`config.mk`:
```
export PLATFORM = sky130hd
export DESIGN_NAME = two_class_priority_dispatcher_core_flat
export DESIGN_NICKNAME = d
export VERILOG_FILES = /design/src/design/tcpd_pkg.sv /design/src/design/tcpd_if.sv /design/src/design/tcpd_score.sv /design/src/design/two_class_priority_dispatcher_core.sv /design/src/flat_wrapper.sv
export SDC_FILE = /design/constraint.sdc
export NUM_CORES = 2
export LEC_CHECK = 0
export BUFFER_PORTS_ARGS = -buffer_cell sky130_fd_sc_hd__clkbuf_2
export CELL_PAD_IN_SITES_DETAIL_PLACEMENT = 1
export CELL_PAD_IN_SITES_GLOBAL_PLACEMENT = 1
export CORE_ASPECT_RATIO = 0.7
export CORE_MARGIN = 4
export CORE_UTILIZATION = 34
export CTS_BUF_LIST = sky130_fd_sc_hd__clkbuf_4
export CTS_CLUSTER_DIAMETER = 120
export DETAILED_ROUTE_END_ITERATION = 6
export GPL_TIMING_DRIVEN = 0
export PLACE_DENSITY_LB_ADDON = 0.1
export RECOVER_POWER = 100
export SETUP_SLACK_MARGIN = 0.5
export SLEW_MARGIN = 20
export SYNTH_ARGS = -nofsm -noshare
export SYNTH_HDL_FRONTEND = slang
export SYNTH_SLANG_ARGS = --single-unit
```
`constraint.sdc`:
```
create_clock -name clock -period 6 [get_ports clock]
set_input_delay 0.6 -clock clock [delete_from_list [all_inputs] [get_ports clock]]
set_output_delay 0.6 -clock clock [all_outputs]
set_load 0.01 [all_outputs]
```
`src/design/tcpd_pkg.sv`:
```
`default_nettype none
// ---------------------------------------------------------------------------
// tcpd_pkg: shared types for the two-class priority dispatcher
// Field widths, request kinds, event types, response status codes, the
// stored entry layout and the controller states.
// ---------------------------------------------------------------------------
package tcpd_pkg;

   localparam int TYPE_W  = 2;
   localparam int INJ_W   = 10;
   localparam int CITY_W  = 8;
   localparam int TIME_W  = 32;
   localparam int ID_W    = 16;
   localparam int SCORE_W = 4;

   localparam logic [TYPE_W-1:0] TYPE_QUAKE = 2'd0;
   localparam logic [TYPE_W-1:0] TYPE_FIRE  = 2'd1;
   localparam logic [TYPE_W-1:0] TYPE_FLOOD = 2'd2;
   localparam logic [TYPE_W-1:0] TYPE_OTHER = 2'd3;

   typedef enum logic {
      KIND_INSERT = 1'b0,
      KIND_SERVE  = 1'b1
   } kind_type;

   typedef enum logic [2:0] {
      STATUS_QUEUED_URGENT = 3'd0,
      STATUS_QUEUED_NORMAL = 3'd1,
      STATUS_SERVED_URGENT = 3'd2,
      STATUS_SERVED_NORMAL = 3'd3,
      STATUS_NONE          = 3'd4,
      STATUS_DROPPED       = 3'd5
   } status_type;

   typedef struct packed {
      logic [ID_W-1:0]    id;
      logic [SCORE_W-1:0] score;
      logic [CITY_W-1:0]  city;
      logic [TIME_W-1:0]  stamp;
   } entry_type;

   typedef enum logic [2:0] {
      S_IDLE,
      S_INSERT,
      S_NREAD,
      S_SCAN,
      S_SHIFT_START,
      S_SHIFT,
      S_RESULT
   } state_type;

endpackage
`default_nettype wire

```
`src/design/tcpd_if.sv`:
```
`default_nettype none
// ---------------------------------------------------------------------------
// tcpd_if: valid/ready channels of the dispatcher
// Request, response and control-register write channels.
// ---------------------------------------------------------------------------
interface tcpd_req_if import tcpd_pkg::*; ();
   logic                valid;
   logic                ready;
   kind_type            kind;
   logic [TYPE_W-1:0]   event_type;
   logic [INJ_W-1:0]    injured_count;
   logic                night;
   logic [CITY_W-1:0]   city_code;
   logic [TIME_W-1:0]   event_time;

   modport source (output valid, kind, event_type, injured_count, night, city_code,
                   event_time, input ready);
   modport sink   (input valid, kind, event_type, injured_count, night, city_code,
                   event_time, output ready);
endinterface

interface tcpd_rsp_if import tcpd_pkg::*; ();
   logic                valid;
   logic                ready;
   status_type          status;
   logic [ID_W-1:0]     event_id;
   logic [SCORE_W-1:0]  score;
   logic [CITY_W-1:0]   out_city;
   logic [TIME_W-1:0]   out_time;

   modport source (output valid, status, event_id, score, out_city, out_time,
                   input ready);
   modport sink   (input valid, status, event_id, score, out_city, out_time,
                   output ready);
endinterface

interface tcpd_csr_if import tcpd_pkg::*; ();
   logic                valid;
   logic                ready;
   logic [SCORE_W-1:0]  data;

   modport source (output valid, data, input ready);
   modport sink   (input valid, data, output ready);
endinterface
`default_nettype wire

```
`src/design/tcpd_score.sv`:
```
`default_nettype none
// ---------------------------------------------------------------------------
// tcpd_score: event priority score
// Base by event type, bonus by injured count and night, capped at ten.
// ---------------------------------------------------------------------------
module tcpd_score import tcpd_pkg::*; (
   input  wire logic [TYPE_W-1:0]  event_type,
   input  wire logic [INJ_W-1:0]   injured_count,
   input  wire logic               night,
   output logic      [SCORE_W-1:0] score
);

   localparam logic [SCORE_W-1:0] SCORE_CAP = 4'd10;
   localparam logic [INJ_W-1:0]   INJ_HIGH  = 10'd10;
   localparam logic [INJ_W-1:0]   INJ_MID   = 10'd5;

   logic [SCORE_W-1:0] base;
   logic [SCORE_W-1:0] inj_bonus;
   logic [SCORE_W:0]   sum;

   always_comb begin
      case (event_type)
         TYPE_QUAKE: base = 4'd5;
         TYPE_FIRE:  base = 4'd4;
         TYPE_FLOOD: base = 4'd3;
         default:    base = 4'd2;
      endcase
      if (injured_count >= INJ_HIGH) begin
         inj_bonus = 4'd3;
      end else if (injured_count >= INJ_MID) begin
         inj_bonus = 4'd2;
      end else if (injured_count != '0) begin
         inj_bonus = 4'd1;
      end else begin
         inj_bonus = 4'd0;
      end
      sum = {1'b0, base} + {1'b0, inj_bonus} + (night ? 5'd2 : 5'd0);
      score = (sum > {1'b0, SCORE_CAP}) ? SCORE_CAP : sum[SCORE_W-1:0];
   end

endmodule
`default_nettype wire

```
`src/design/two_class_priority_dispatcher_core.sv`:
```
`default_nettype none
// ---------------------------------------------------------------------------
// two_class_priority_dispatcher_core: scored event queue with FIFO fallback
// Urgent events sit in an arrival-ordered store, the rest in a FIFO ring.
// ---------------------------------------------------------------------------
// One request word at a time. An insert goes from acceptance through the
// insert and result states to the response register. A serve from the FIFO
// ring goes through the ring read and result states. A serve from the urgent
// store first walks the single read port of the urgent memory once over all
// entries to find the best score, then over the slots above the chosen one
// to close the gap. A new request is accepted while a response still waits
// in the output register.
module two_class_priority_dispatcher_core import tcpd_pkg::*; #(
   parameter int URGENT_DEPTH = 16,
   parameter int NORMAL_DEPTH = 16
) (
   input  wire logic  clock,
   input  wire logic  reset,
   tcpd_req_if.sink   req_chan,
   tcpd_rsp_if.source rsp_chan,
   tcpd_csr_if.sink   csr_chan
);

   localparam int UA = $clog2(URGENT_DEPTH);
   localparam int UC = $clog2(URGENT_DEPTH + 1);
   localparam int NA = $clog2(NORMAL_DEPTH);
   localparam int NC = $clog2(NORMAL_DEPTH + 1);
   localparam logic [SCORE_W-1:0] THRESHOLD_RESET = 4'd5;

   state_type          state_ff, state_in;
   logic [SCORE_W-1:0] thr_ff, thr_in;
   logic [ID_W-1:0]    next_id_ff, next_id_in;
   entry_type          item_ff, item_in;
   logic [UC-1:0]      ucount_ff, ucount_in;
   logic [UA-1:0]      scan_idx_ff, scan_idx_in;
   logic [UA-1:0]      best_idx_ff, best_idx_in;
   logic [UA-1:0]      shift_idx_ff, shift_idx_in;
   entry_type          best_ff, best_in;
   logic [NA-1:0]      head_ff, head_in;
   logic [NA-1:0]      tail_ff, tail_in;
   logic [NC-1:0]      ncount_ff, ncount_in;
   status_type         res_status_ff, res_status_in;
   entry_type          res_entry_ff, res_entry_in;
   logic               rsp_valid_ff, rsp_valid_in;
   status_type         rsp_status_ff, rsp_status_in;
   entry_type          rsp_entry_ff, rsp_entry_in;

   entry_type          urgent_mem [URGENT_DEPTH];
   entry_type          normal_mem [NORMAL_DEPTH];
   entry_type          urgent_rd_ff;
   entry_type          normal_rd_ff;

   logic               u_we;
   logic [UA-1:0]      u_waddr;
   logic [UA-1:0]      u_raddr;
   entry_type          u_wdata;
   logic               n_we;

   logic [SCORE_W-1:0] new_score;
   logic               req_fire;
   logic               rsp_free;
   logic               scan_last;
   logic               best_last;
   logic               shift_last;
   logic               take_best;
   logic [NA-1:0]      head_next;
   logic [NA-1:0]      tail_next;

   tcpd_score u_score (
      .event_type    (req_chan.event_type),
      .injured_count (req_chan.injured_count),
      .night         (req_chan.night),
      .score         (new_score)
   );

   assign req_fire   = req_chan.valid && req_chan.ready;
   assign rsp_free   = !rsp_valid_ff || rsp_chan.ready;
   assign scan_last  = (UC'(scan_idx_ff) == ucount_ff - UC'(1));
   assign best_last  = (UC'(best_idx_ff) == ucount_ff - UC'(1));
   assign shift_last = (UC'(shift_idx_ff) + UC'(2) == ucount_ff);
   assign take_best  = (scan_idx_ff == '0) || (urgent_rd_ff.score > best_ff.score);
   assign head_next  = (head_ff == NA'(NORMAL_DEPTH - 1)) ? '0 : head_ff + NA'(1);
   assign tail_next  = (tail_ff == NA'(NORMAL_DEPTH - 1)) ? '0 : tail_ff + NA'(1);

   always_comb begin
      state_in = state_ff;
      unique case (state_ff)
         S_IDLE: begin
            if (req_fire) begin
               if (req_chan.kind == KIND_INSERT) begin
                  state_in = S_INSERT;
               end else if (ucount_ff != '0) begin
                  state_in = S_SCAN;
               end else if (ncount_ff != '0) begin
                  state_in = S_NREAD;
               end else begin
                  state_in = S_RESULT;
               end
            end
         end
         S_INSERT:      state_in = S_RESULT;
         S_NREAD:       state_in = S_RESULT;
         S_SCAN:        state_in = scan_last ? S_SHIFT_START : S_SCAN;
         S_SHIFT_START: state_in = best_last ? S_RESULT : S_SHIFT;
         S_SHIFT:       state_in = shift_last ? S_RESULT : S_SHIFT;
         S_RESULT:      state_in = rsp_free ? S_IDLE : S_RESULT;
         default:       state_in = S_IDLE;
      endcase
   end

   always_comb begin
      req_chan.ready   = (state_ff == S_IDLE);
      csr_chan.ready   = 1'b1;
      rsp_chan.valid   = rsp_valid_ff;
      rsp_chan.status  = rsp_status_ff;
      rsp_chan.event_id = rsp_entry_ff.id;
      rsp_chan.score   = rsp_entry_ff.score;
      rsp_chan.out_city = rsp_entry_ff.city;
      rsp_chan.out_time = rsp_entry_ff.stamp;
   end

   always_comb begin
      thr_in        = thr_ff;
      next_id_in    = next_id_ff;
      item_in       = item_ff;
      ucount_in     = ucount_ff;
      scan_idx_in   = scan_idx_ff;
      best_idx_in   = best_idx_ff;
      shift_idx_in  = shift_idx_ff;
      best_in       = best_ff;
      head_in       = head_ff;
      tail_in       = tail_ff;
      ncount_in     = ncount_ff;
      res_status_in = res_status_ff;
      res_entry_in  = res_entry_ff;
      rsp_valid_in  = rsp_valid_ff && !rsp_chan.ready;
      rsp_status_in = rsp_status_ff;
      rsp_entry_in  = rsp_entry_ff;
      u_we          = 1'b0;
      u_waddr       = ucount_ff[UA-1:0];
      u_wdata       = item_ff;
      u_raddr       = '0;
      n_we          = 1'b0;

      if (csr_chan.valid && csr_chan.ready) begin
         thr_in = csr_chan.data;
      end

      unique case (state_ff)
         S_IDLE: begin
            scan_idx_in = '0;
            if (req_fire) begin
               if (req_chan.kind == KIND_INSERT) begin
                  next_id_in    = next_id_ff + ID_W'(1);
                  item_in.id    = next_id_ff + ID_W'(1);
                  item_in.score = new_score;
                  item_in.city  = req_chan.city_code;
                  item_in.stamp = req_chan.event_time;
               end else begin
                  res_status_in = STATUS_NONE;
                  res_entry_in  = '0;
               end
            end
         end
         S_INSERT: begin
            res_entry_in       = '0;
            res_entry_in.id    = item_ff.id;
            res_entry_in.score = item_ff.score;
            if (item_ff.score >= thr_ff) begin
               if (ucount_ff == UC'(URGENT_DEPTH)) begin
                  res_status_in = STATUS_DROPPED;
               end else begin
                  u_we          = 1'b1;
                  ucount_in     = ucount_ff + UC'(1);
                  res_status_in = STATUS_QUEUED_URGENT;
               end
            end else begin
               if (ncount_ff == NC'(NORMAL_DEPTH)) begin
                  res_status_in = STATUS_DROPPED;
               end else begin
                  n_we          = 1'b1;
                  tail_in       = tail_next;
                  ncount_in     = ncount_ff + NC'(1);
                  res_status_in = STATUS_QUEUED_NORMAL;
               end
            end
         end
         S_NREAD: begin
            res_entry_in  = normal_rd_ff;
            res_status_in = STATUS_SERVED_NORMAL;
            head_in       = head_next;
            ncount_in     = ncount_ff - NC'(1);
         end
         S_SCAN: begin
            if (take_best) begin
               best_in     = urgent_rd_ff;
               best_idx_in = scan_idx_ff;
            end
            scan_idx_in = scan_idx_ff + UA'(1);
            u_raddr     = scan_idx_ff + UA'(1);
         end
         S_SHIFT_START: begin
            u_raddr      = best_idx_ff + UA'(1);
            shift_idx_in = best_idx_ff;
            if (best_last) begin
               ucount_in     = ucount_ff - UC'(1);
               res_entry_in  = best_ff;
               res_status_in = STATUS_SERVED_URGENT;
            end
         end
         S_SHIFT: begin
            u_we         = 1'b1;
            u_waddr      = shift_idx_ff;
            u_wdata      = urgent_rd_ff;
            u_raddr      = shift_idx_ff + UA'(2);
            shift_idx_in = shift_idx_ff + UA'(1);
            if (shift_last) begin
               ucount_in     = ucount_ff - UC'(1);
               res_entry_in  = best_ff;
               res_status_in = STATUS_SERVED_URGENT;
            end
         end
         S_RESULT: begin
            if (rsp_free) begin
               rsp_valid_in  = 1'b1;
               rsp_status_in = res_status_ff;
               rsp_entry_in  = res_entry_ff;
            end
         end
         default: begin
         end
      endcase
   end

   always_ff @(posedge clock) begin
      if (u_we) begin
         urgent_mem[u_waddr] <= u_wdata;
      end
      urgent_rd_ff <= urgent_mem[u_raddr];
   end

   always_ff @(posedge clock) begin
      if (n_we) begin
         normal_mem[tail_ff] <= item_ff;
      end
      normal_rd_ff <= normal_mem[head_ff];
   end

   always_ff @(posedge clock) begin
      if (reset) begin
         state_ff     <= S_IDLE;
         thr_ff       <= THRESHOLD_RESET;
         next_id_ff   <= '0;
         ucount_ff    <= '0;
         head_ff      <= '0;
         tail_ff      <= '0;
         ncount_ff    <= '0;
         rsp_valid_ff <= 1'b0;
      end else begin
         state_ff     <= state_in;
         thr_ff       <= thr_in;
         next_id_ff   <= next_id_in;
         ucount_ff    <= ucount_in;
         head_ff      <= head_in;
         tail_ff      <= tail_in;
         ncount_ff    <= ncount_in;
         rsp_valid_ff <= rsp_valid_in;
      end
   end

   always_ff @(posedge clock) begin
      item_ff       <= item_in;
      scan_idx_ff   <= scan_idx_in;
      best_idx_ff   <= best_idx_in;
      shift_idx_ff  <= shift_idx_in;
      best_ff       <= best_in;
      res_status_ff <= res_status_in;
      res_entry_ff  <= res_entry_in;
      rsp_status_ff <= rsp_status_in;
      rsp_entry_ff  <= rsp_entry_in;
   end

endmodule
`default_nettype wire
```
`src/flat_wrapper.sv`:
```
// flat-port wrapper written by rule: the top's interface ports become plain ports
module two_class_priority_dispatcher_core_flat import tcpd_pkg::*;
#(
   parameter int URGENT_DEPTH = 16,
   parameter int NORMAL_DEPTH = 16
)
  (clock, reset, req_chan_valid, req_chan_kind, req_chan_event_type, req_chan_injured_count, req_chan_night, req_chan_city_code, req_chan_event_time, req_chan_ready, rsp_chan_valid, rsp_chan_status, rsp_chan_event_id, rsp_chan_score, rsp_chan_out_city, rsp_chan_out_time, rsp_chan_ready, csr_chan_valid, csr_chan_data, csr_chan_ready);
  tcpd_req_if req_chan_i ();
  tcpd_rsp_if rsp_chan_i ();
  tcpd_csr_if csr_chan_i ();
  input  wire logic clock;
  input  wire logic reset;
  input wire logic [$bits(req_chan_i.valid)-1:0] req_chan_valid;
  input wire logic [$bits(req_chan_i.kind)-1:0] req_chan_kind;
  input wire logic [$bits(req_chan_i.event_type)-1:0] req_chan_event_type;
  input wire logic [$bits(req_chan_i.injured_count)-1:0] req_chan_injured_count;
  input wire logic [$bits(req_chan_i.night)-1:0] req_chan_night;
  input wire logic [$bits(req_chan_i.city_code)-1:0] req_chan_city_code;
  input wire logic [$bits(req_chan_i.event_time)-1:0] req_chan_event_time;
  output wire logic [$bits(req_chan_i.ready)-1:0] req_chan_ready;
  output wire logic [$bits(rsp_chan_i.valid)-1:0] rsp_chan_valid;
  output wire logic [$bits(rsp_chan_i.status)-1:0] rsp_chan_status;
  output wire logic [$bits(rsp_chan_i.event_id)-1:0] rsp_chan_event_id;
  output wire logic [$bits(rsp_chan_i.score)-1:0] rsp_chan_score;
  output wire logic [$bits(rsp_chan_i.out_city)-1:0] rsp_chan_out_city;
  output wire logic [$bits(rsp_chan_i.out_time)-1:0] rsp_chan_out_time;
  input wire logic [$bits(rsp_chan_i.ready)-1:0] rsp_chan_ready;
  input wire logic [$bits(csr_chan_i.valid)-1:0] csr_chan_valid;
  input wire logic [$bits(csr_chan_i.data)-1:0] csr_chan_data;
  output wire logic [$bits(csr_chan_i.ready)-1:0] csr_chan_ready;
  assign req_chan_i.valid = req_chan_valid;
  assign req_chan_i.kind = req_chan_kind;
  assign req_chan_i.event_type = req_chan_event_type;
  assign req_chan_i.injured_count = req_chan_injured_count;
  assign req_chan_i.night = req_chan_night;
  assign req_chan_i.city_code = req_chan_city_code;
  assign req_chan_i.event_time = req_chan_event_time;
  assign req_chan_ready = req_chan_i.ready;
  assign rsp_chan_valid = rsp_chan_i.valid;
  assign rsp_chan_status = rsp_chan_i.status;
  assign rsp_chan_event_id = rsp_chan_i.event_id;
  assign rsp_chan_score = rsp_chan_i.score;
  assign rsp_chan_out_city = rsp_chan_i.out_city;
  assign rsp_chan_out_time = rsp_chan_i.out_time;
  assign rsp_chan_i.ready = rsp_chan_ready;
  assign csr_chan_i.valid = csr_chan_valid;
  assign csr_chan_i.data = csr_chan_data;
  assign csr_chan_ready = csr_chan_i.ready;
  two_class_priority_dispatcher_core #(.URGENT_DEPTH(URGENT_DEPTH), .NORMAL_DEPTH(NORMAL_DEPTH)) u_core (.clock(clock), .reset(reset), .req_chan(req_chan_i), .rsp_chan(rsp_chan_i), .csr_chan(csr_chan_i));
endmodule
```
# Word-level counts from Yosys, hierarchy flattened
# Memory sizes are Yosys's and may differ from the RTL's. A register that Yosys moved wholly into a read port is not among the register bits.
# Cells that the tools add are included.
[totals] register_bits=300 ramBits=1920 in_bits=63 out_inout_bits=66 word_cells=155 memories=2
[mem_list] memory="u_core.normal_mem" words=16 width=60 read_ports=1 rd_ports_with_merged_regs=1 wr=1 line_no="two_class_priority_dispatcher_core.sv:49" rtl="entry_type normal_mem [NORMAL_DEPTH];"
[mem_list] memory="u_core.urgent_mem" words=16 width=60 read_ports=1 rd_ports_with_merged_regs=1 wr=1 line_no="two_class_priority_dispatcher_core.sv:48" rtl="entry_type urgent_mem [URGENT_DEPTH];"
[op_classes] addsub=14 magnitude_cmp=5 n_eq_ne=23 mux=54 n_bitwise=3 n_reduce_logical=25
[op_table] operator="two-way mux 60 bit" n=5
[op_table] operator="one-hot mux 60 bit (5 select lines)" n=1
[op_table] operator="two-way mux 3 bit" n=13
[op_table] operator="two-way mux 5 bit" n=6
[op_table] operator="adder 4 x 1 -> 4 bit, second input constant" n=5
[op_table] operator="one-hot mux 3 bit (6 select lines)" n=1
[op_table] operator="adder 16 x 1 -> 16 bit, second input constant" n=1
[op_table] operator="one-hot mux 4 bit (2 select lines)" n=2
[op_table] operator="one-hot mux 3 bit (5 select lines)" n=1
[op_table] operator="one-hot mux 5 bit (3 select lines)" n=1
[op_table] operator="nonzero test 5 bit" n=3
[op_table] operator="two-way mux 1 bit" n=12
[op_table] operator="two-way mux 4 bit" n=3
[op_table] operator="one-hot mux 4 bit (3 select lines)" n=1
[op_table] operator="adder 5 x 1 -> 5 bit, second input constant" n=2
[op_table] operator="equality test 4 x 5 -> 1 bit" n=2
[op_table] operator="equality test 5 bit, second input constant" n=2
[op_table] operator="greater-or-equal comparator 10 x 3 -> 1 bit, second input constant" n=1
[op_table] operator="greater-or-equal comparator 10 x 4 -> 1 bit, second input constant" n=1
[op_table] operator="two-way mux 2 bit" n=5
[op_table] operator="inequality test 2 bit, second input constant" n=5
[op_table] operator="one-hot mux 5 bit (2 select lines)" n=1
[op_table] operator="AND reduction 5 bit" n=2
[op_table] operator="nonzero test 10 bit" n=1
[op_table] operator="other kinds (30)" n=47

# Longest topological paths before layout
[logic_depth] ltp_word=7 mapped_depth=14 mapped_depth_nobuf=10

# Cells and area by module
# Synthesis repeated with hierarchy kept, for this count alone.
[unflattened] hier_cells=4742 hier_area_um2=88914.0
[by_module_without_submodules] mod="two_class_priority_dispatcher_core" instances=1 cells_each=4722 area_per_inst_um2=88728.8 seq_area_each_um2=68645.8
[by_module_without_submodules] mod="tcpd_score" instances=1 cells_each=20 area_per_inst_um2=185.2 seq_area_each_um2=0.0

# Worst setup path before layout
# Ideal clock, no wire load.
[synth_path] kind="register to register" from="register u_core.item_ff[40] in the netlist's numbering" to="memory u_core.normal_mem[0][0] in the netlist's numbering (enable)" setup_ns=0.552 arrival_ns=6.033 required_time_ns=5.448 setup_slack_ns=-0.585 path_stages_with_launch=10 path_buffers=1 period_less_slack_ns=6.585 cell_sequence="edfxtp_1 -> inv_1 -> ha_1 -> nand2b_1 -> a21o_1 -> a21oi_1 -> o211a_1 -> buf_4 -> nand2_1 -> nor3_1"
[synth_via] elab_chain_cells=5
[synth_lines] element="start: declaration" line_no="two_class_priority_dispatcher_core.sv:33" rtl="entry_type item_ff, item_in;"
[synth_lines] element="start signal: assignment" line_no="two_class_priority_dispatcher_core.sv:272" rtl="item_ff <= item_in;"
[synth_lines] element="greater-or-equal comparator 4 bit" line_no="two_class_priority_dispatcher_core.sv:169" rtl="if (item_ff.score >= thr_ff) begin"
[synth_lines] element="two-way mux 1 bit" line_no="two_class_priority_dispatcher_core.sv:169"
[synth_lines] element="two-way mux 1 bit" line_no="two_class_priority_dispatcher_core.sv:149" rtl="unique case (state_ff)"
[synth_lines] element="two-way mux 1 bit" line_no="two_class_priority_dispatcher_core.sv:243" rtl="if (n_we) begin"
[synth_lines] element="two-way mux 1 bit (implied by the code)" line_no="two_class_priority_dispatcher_core.sv:244" rtl="normal_mem[tail_ff] <= item_ff;"
[synth_lines] element="end: declaration" line_no="two_class_priority_dispatcher_core.sv:49"
# Every way passes these cells.

# Worst setup path in the final report
[layout_path] from="register u_core.state_ff[1]" to="memory u_core.urgent_mem[1][24] in the netlist's numbering (enable)"
[layout_via] elab_chain_cells=4 word_cells_on_any_way=6 classes_between="eq/ne: 2; mux: 4"
[layout_lines] element="start: declaration" line_no="two_class_priority_dispatcher_core.sv:30" rtl="state_type state_ff, state_in;"
[layout_lines] element="start signal: assignment" line_no="two_class_priority_dispatcher_core.sv:260" rtl="state_ff <= state_in;"
[layout_lines] element="equality test 3 bit / equality test 3 x 1 -> 1 bit (equally long branches)" line_no="two_class_priority_dispatcher_core.sv:149"
[layout_lines] element="one-hot mux 1 bit (2 select lines)" line_no="two_class_priority_dispatcher_core.sv:149"
[layout_lines] element="two-way mux 1 bit" line_no="two_class_priority_dispatcher_core.sv:236" rtl="if (u_we) begin"
[layout_lines] element="two-way mux 1 bit (implied by the code)" line_no="two_class_priority_dispatcher_core.sv:237" rtl="urgent_mem[u_waddr] <= u_wdata;"
[layout_lines] element="end: declaration" line_no="two_class_priority_dispatcher_core.sv:48"
# Parallel ways exist; a longest one is shown, timed or not.

==> qor.log <==
[status] outcome finished with violations
[status] failing checks max-capacitance violations, max-slew violations
[detailed_routing] routed length per placed instance 26.49 µm
[job] max-cap check violation count 7
[detailed_routing] vias after detailed routing 51323
[floorplan] boundary pin count 129
[sta] number of max-slew violations in the final report 142
[placement] DP HPWL 190600 µm
[pwr] Max VDD drop 185.5 µV
[placement] placed cell count 9072
[clocking] register clock-pin slew on the reported worst setup and hold paths 0.07 ns
[sta] final setup violation count 0
[floorplan] Die Height 436.8 µm
[layout] top library cells by usage in the layout, fill and taps aside edfxtp_1 (2178), clkbuf_4 (950), nand2_1 (911)
[min_path] Worst Hold Class in -> reg
[synthesis] gate count of the mapped netlist 5221
[global_routing] antenna violations before repair 29
[synthesis] share of synthesized registers carrying an async set or reset 0
[synthesis] post-synthesis register bit count 2340
[layout] post-route insts no fill 10231
[pwr] net switching fraction of the power 0.3039
[sta] worst clock skew 0.07053 ns
[sta] crit path time final 5.443 ns
[worst_setup_path] endpoint arrival time on the critical path 6.35 ns
[floorplan] number of rows created at floorplan 157
[placement] buffers added on ports 126
[worst_setup_path] critical path launch point type flip-flop
[synthesis] number of enable-type register cells in the synthesized netlist 2178
[detailed_routing] residual antenna-violating net count after detailed routing 0
[synthesis] post-synthesis area per instance 17.10 µm²
[worst_setup_path] Worst Path Class, Setup reg -> reg
[pwr] power per cell area 408.6 mW/mm²
[sta] Hold Violations, Final 0
[clocking] source-to-sink clock delay at the later pin of the worst-skew pair 1.24 ns
[layout] synthesis-to-layout area growth 17.78%
[clocking] TritonCTS clock tree built
[sta] slew at the pin closest to its max-slew limit 2.975 ns
[detailed_routing] number of violations reported at the end of detailed-routing iteration 0 4248
[layout] net count reported at finish 6359
[global_routing] grt ovf 0
[global_routing] maximum number of pins on one net before global-route repair 37
[floorplan] Core Region 0.2615 mm²
[floorplan] floorplan die area 0.2710 mm²
[synthesis] net count of the mapped netlist 5314
[worst_setup_path] slack of the worst reg-to-reg path 0.56 ns
[clocking] number of buffers created by CTS 596
[pwr] switching power of the nets 13.06 mW
[sta] fmax 0.1837 GHz
[synthesis] share of the synthesized area in the top cell type 0.7324
[synthesis] post-synthesis instance area 0.08930 mm²
[clocking] H-tree depth 6
[detailed_routing] # DRC 0
[placement] setup slack after placement 0.6764 ns
[worst_setup_path] source of the critical timing path u_core.state_ff[1]$_SDFFE_PP0P_
[worst_setup_path] Critical path destination u_core.urgent_mem[1][24]$_DFFE_PP_
[global_routing] total routing usage reported by global routing 0.1978
[layout] leading cell type in the layout, fill and taps excluded edfxtp_1
[floorplan] width of the chip 620.5 µm
[worst_setup_path] Critical R2R Capture u_core.urgent_mem[1][24]$_DFFE_PP_
[floorplan] starting density of the core 0.3415
[pwr] leakage component of the power 36.31 nW
[detailed_routing] via/cell ratio 5.016
[global_routing] vias in the first global route 54172
[synthesis] largest cells by area after synthesis edfxtp_1 (73%), mux4_2 (6.1%), nand2_1 (3.8%), dfxtp_1 (3.6%), mux2i_1 (2.7%)
[synthesis] library cell with the largest summed area after synthesis edfxtp_1
[worst_setup_path] critical path capture point type flip-flop
[clocking] clk root buf clkbuf_4
[layout] # fillers 26205
[placement] routability-driven placement congestion ratio 0.7669
[pwr] combinational group share of total power 0.193
[detailed_routing] detailed-route wire length 271100 µm
[pwr] Clock power frac 0.329
[layout] fraction of layout instances using a drive strength above 1 0.2448
[pwr] part of the power in registers 0.478
[synthesis] primary flip-flop cell chosen by synthesis mapping edfxtp_1
[sta] unrepaired setup endpoints after global routing false
[sta] headroom to the max-slew limit -0.9833
[worst_setup_path] worst path required time 6.91 ns
[worst_setup_path] worst-path fanout max 10
[global_routing] first-pass GRT wire length 389600 µm
[clocking] clock buffer depth 4
[pwr] cell-internal power 29.91 mW
[synthesis] number of library cell types mapped by synthesis 71
[detailed_routing] Initial DRT Pass Iterations 6
[synthesis] Ys Warns 0
[synthesis] part of the Yosys area used for sequential elements 0.7687
[sta] post-layout worst setup margin 0.5567 ns
[worst_setup_path] number of cells on the worst reg-to-reg path 14
[sta] final worst-path cycle share 0.9072
[worst_setup_path] start of the worst register-to-register path u_core.state_ff[1]$_SDFFE_PP0P_
[clocking] post-CTS setup buffers 0
[clocking] clock sink total 2340
-- power by group through the flow --
stage                     Clock, mW  Combinational (mW)  Sequential (mW)
after floorplan                   0                5.01             20.4
after global placement            0                8.23             21.0
after detailed placement          0                8.52             20.9
after CTS                      14.6                8.60             20.6
after global routing           15.6                9.08             20.7
final                          14.1                8.30             20.6
-- how the worst min path moves through the flow --
stage | startpoint | end | slack [ns] | cells past startpoint
global placement | u_core.res_status_ff[2]$_DFFE_PP_ | u_core.rsp_chan.status[2]$_DFFE_PP_ | 0.40 | 0
global route | req_chan_event_time[2] | u_core.item_ff[2]$_DFFE_PP_ | 0.12 | 2
CTS | req_chan_event_time[7] | u_core.item_ff[7]$_DFFE_PP_ | 0.02 | 2
finish | req_chan_event_time[7] | u_core.item_ff[7]$_DFFE_PP_ | 0.25 | 2
floorplan | u_core.res_entry_ff[44]$_DFFE_PP_ | u_core.rsp_chan.event_id[0]$_DFFE_PP_ | 0.40 | 0
detailed placement | u_core.res_entry_ff[54]$_DFFE_PP_ | u_core.rsp_chan.event_id[10]$_DFFE_PP_ | 0.41 | 0
-- logic make-up (layout without fill, tap and decap cells) --
kind of cell | after synthesis | count (layout) | synth area share
mux | 548 | 548 | 0.09594
flops | 2340 | 2340 | 0.7687
simple gates | 1498 | 1498 | 0.07300
other cells | 1 | 13 | 0.00004199
buf+inv | 340 | 1840 | 0.01908
xor+xnor | 49 | 49 | 0.004960
fa+ha+maj | 30 | 30 | 0.004456
compound gates | 415 | 415 | 0.03378
-- metrics by stage --
stage | TNS (ns) | total power [mW] | hold WS [ns] | cell area, µm² | utilization
6_report | 0 | 42.98 | 0.2529 | 105200 | 0.4022
5_1_grt | 0 | 45.31 | 0.1204 | 105200 | 0.4022
4_1_cts | 0 | 43.82 | 0.01733 | 106100 | 0.4056
3_5_place_dp | 0 | 29.46 | 0.4056 | 97330 | 0.3722
3_3_place_gp | -9388.62 | 29.27 | 0.4041 | 94320 | 0.3608
2_1_floorplan | -334.12 | 25.38 | 0.4003 | 89320 | -
-- timing repair --
| action | CTS | global route |
|---|---|---|
| endpoints found under the hold margin | 76 | 0 |
| resized for setup | 0 | 1 |
| hold buffers | 94 | 0 |
| setup endpoints to repair | 0 | 8 |
-- synth_stat cells (all sizes together), types with 7 or more instances --
cell type  count
a21oi         84
nand2b        12
a22o          40
dfxtp        162
xor2          24
clkbuf       108
a31oi         10
nor2b         71
edfxtp      2178
mux2i        245
nand2        911
mux2          63
inv           32
xnor2         24
buf          200
or3            7
mux4         240
o221ai        60
nand3        374
a32oi         60
nor2          50
ha            27
o21ai         48
nor3          31
a22oi         20
nand4         11
a211oi        64
-- registers in the layout, indices dropped and copies added (netlist names), 8 cells and up --
register / cells
u_core.best_ff: 60
u_core.rsp_chan.out_time: 32
u_core.rsp_chan.event_id: 16
u_core.normal_mem: 960
u_core.res_entry_ff: 60
u_core.urgent_rd_ff: 60
u_core.next_id_ff: 16
u_core.rsp_chan.out_city: 8
u_core.item_ff: 60
u_core.urgent_mem: 960
u_core.normal_rd_ff: 60
-- worst max-delay path, cell delays in order (launching register included) --
cell and delay, ns:
dfxtp_1 0.31, buf_4 0.17, nand2b_1 0.11, clkbuf_1 0.49
clkinvlp_2 0.44, clkbuf_1 0.49, and2_0 0.36, buf_2 0.32
nor3_1 0.20, o21ai_0 0.28, nor3_2 0.66, clkbuf_1 0.53
buf_4 0.32, buf_4 0.23, buf_4 0.20
-- final cells by class --
type | count | area [µm²] | area share
Antenna cell | 12 | 30.03 | 0.0002855
Buffer | 308 | 1538 | 0.01462
Clock buffer | 950 | 7132 | 0.06781
Clock inverter | 103 | 650.6 | 0.006186
Inverter | 32 | 121.4 | 0.001154
Multi-Input combinational cell | 2541 | 19080 | 0.1815
Sequential cell | 2340 | 68650 | 0.6527
Tap cell | 3498 | 4377 | 0.04162
Timing Repair Buffer | 447 | 3592 | 0.03416
-- routing by layer --
| layer | GRT usage | up-vias | share of wire |
|---|---|---|---|
| met5 | 0 | - | 0.00019 |
| li1 | - | 22702 | - |
| met4 | 0.05144 | 6 | 0.022 |
| met2 | 0.2813 | 1464 | 0.43 |
| met1 | 0.3079 | 26753 | 0.50 |
| met3 | 0.03806 | 398 | 0.054 |
(Power assumes the default switching activity.)
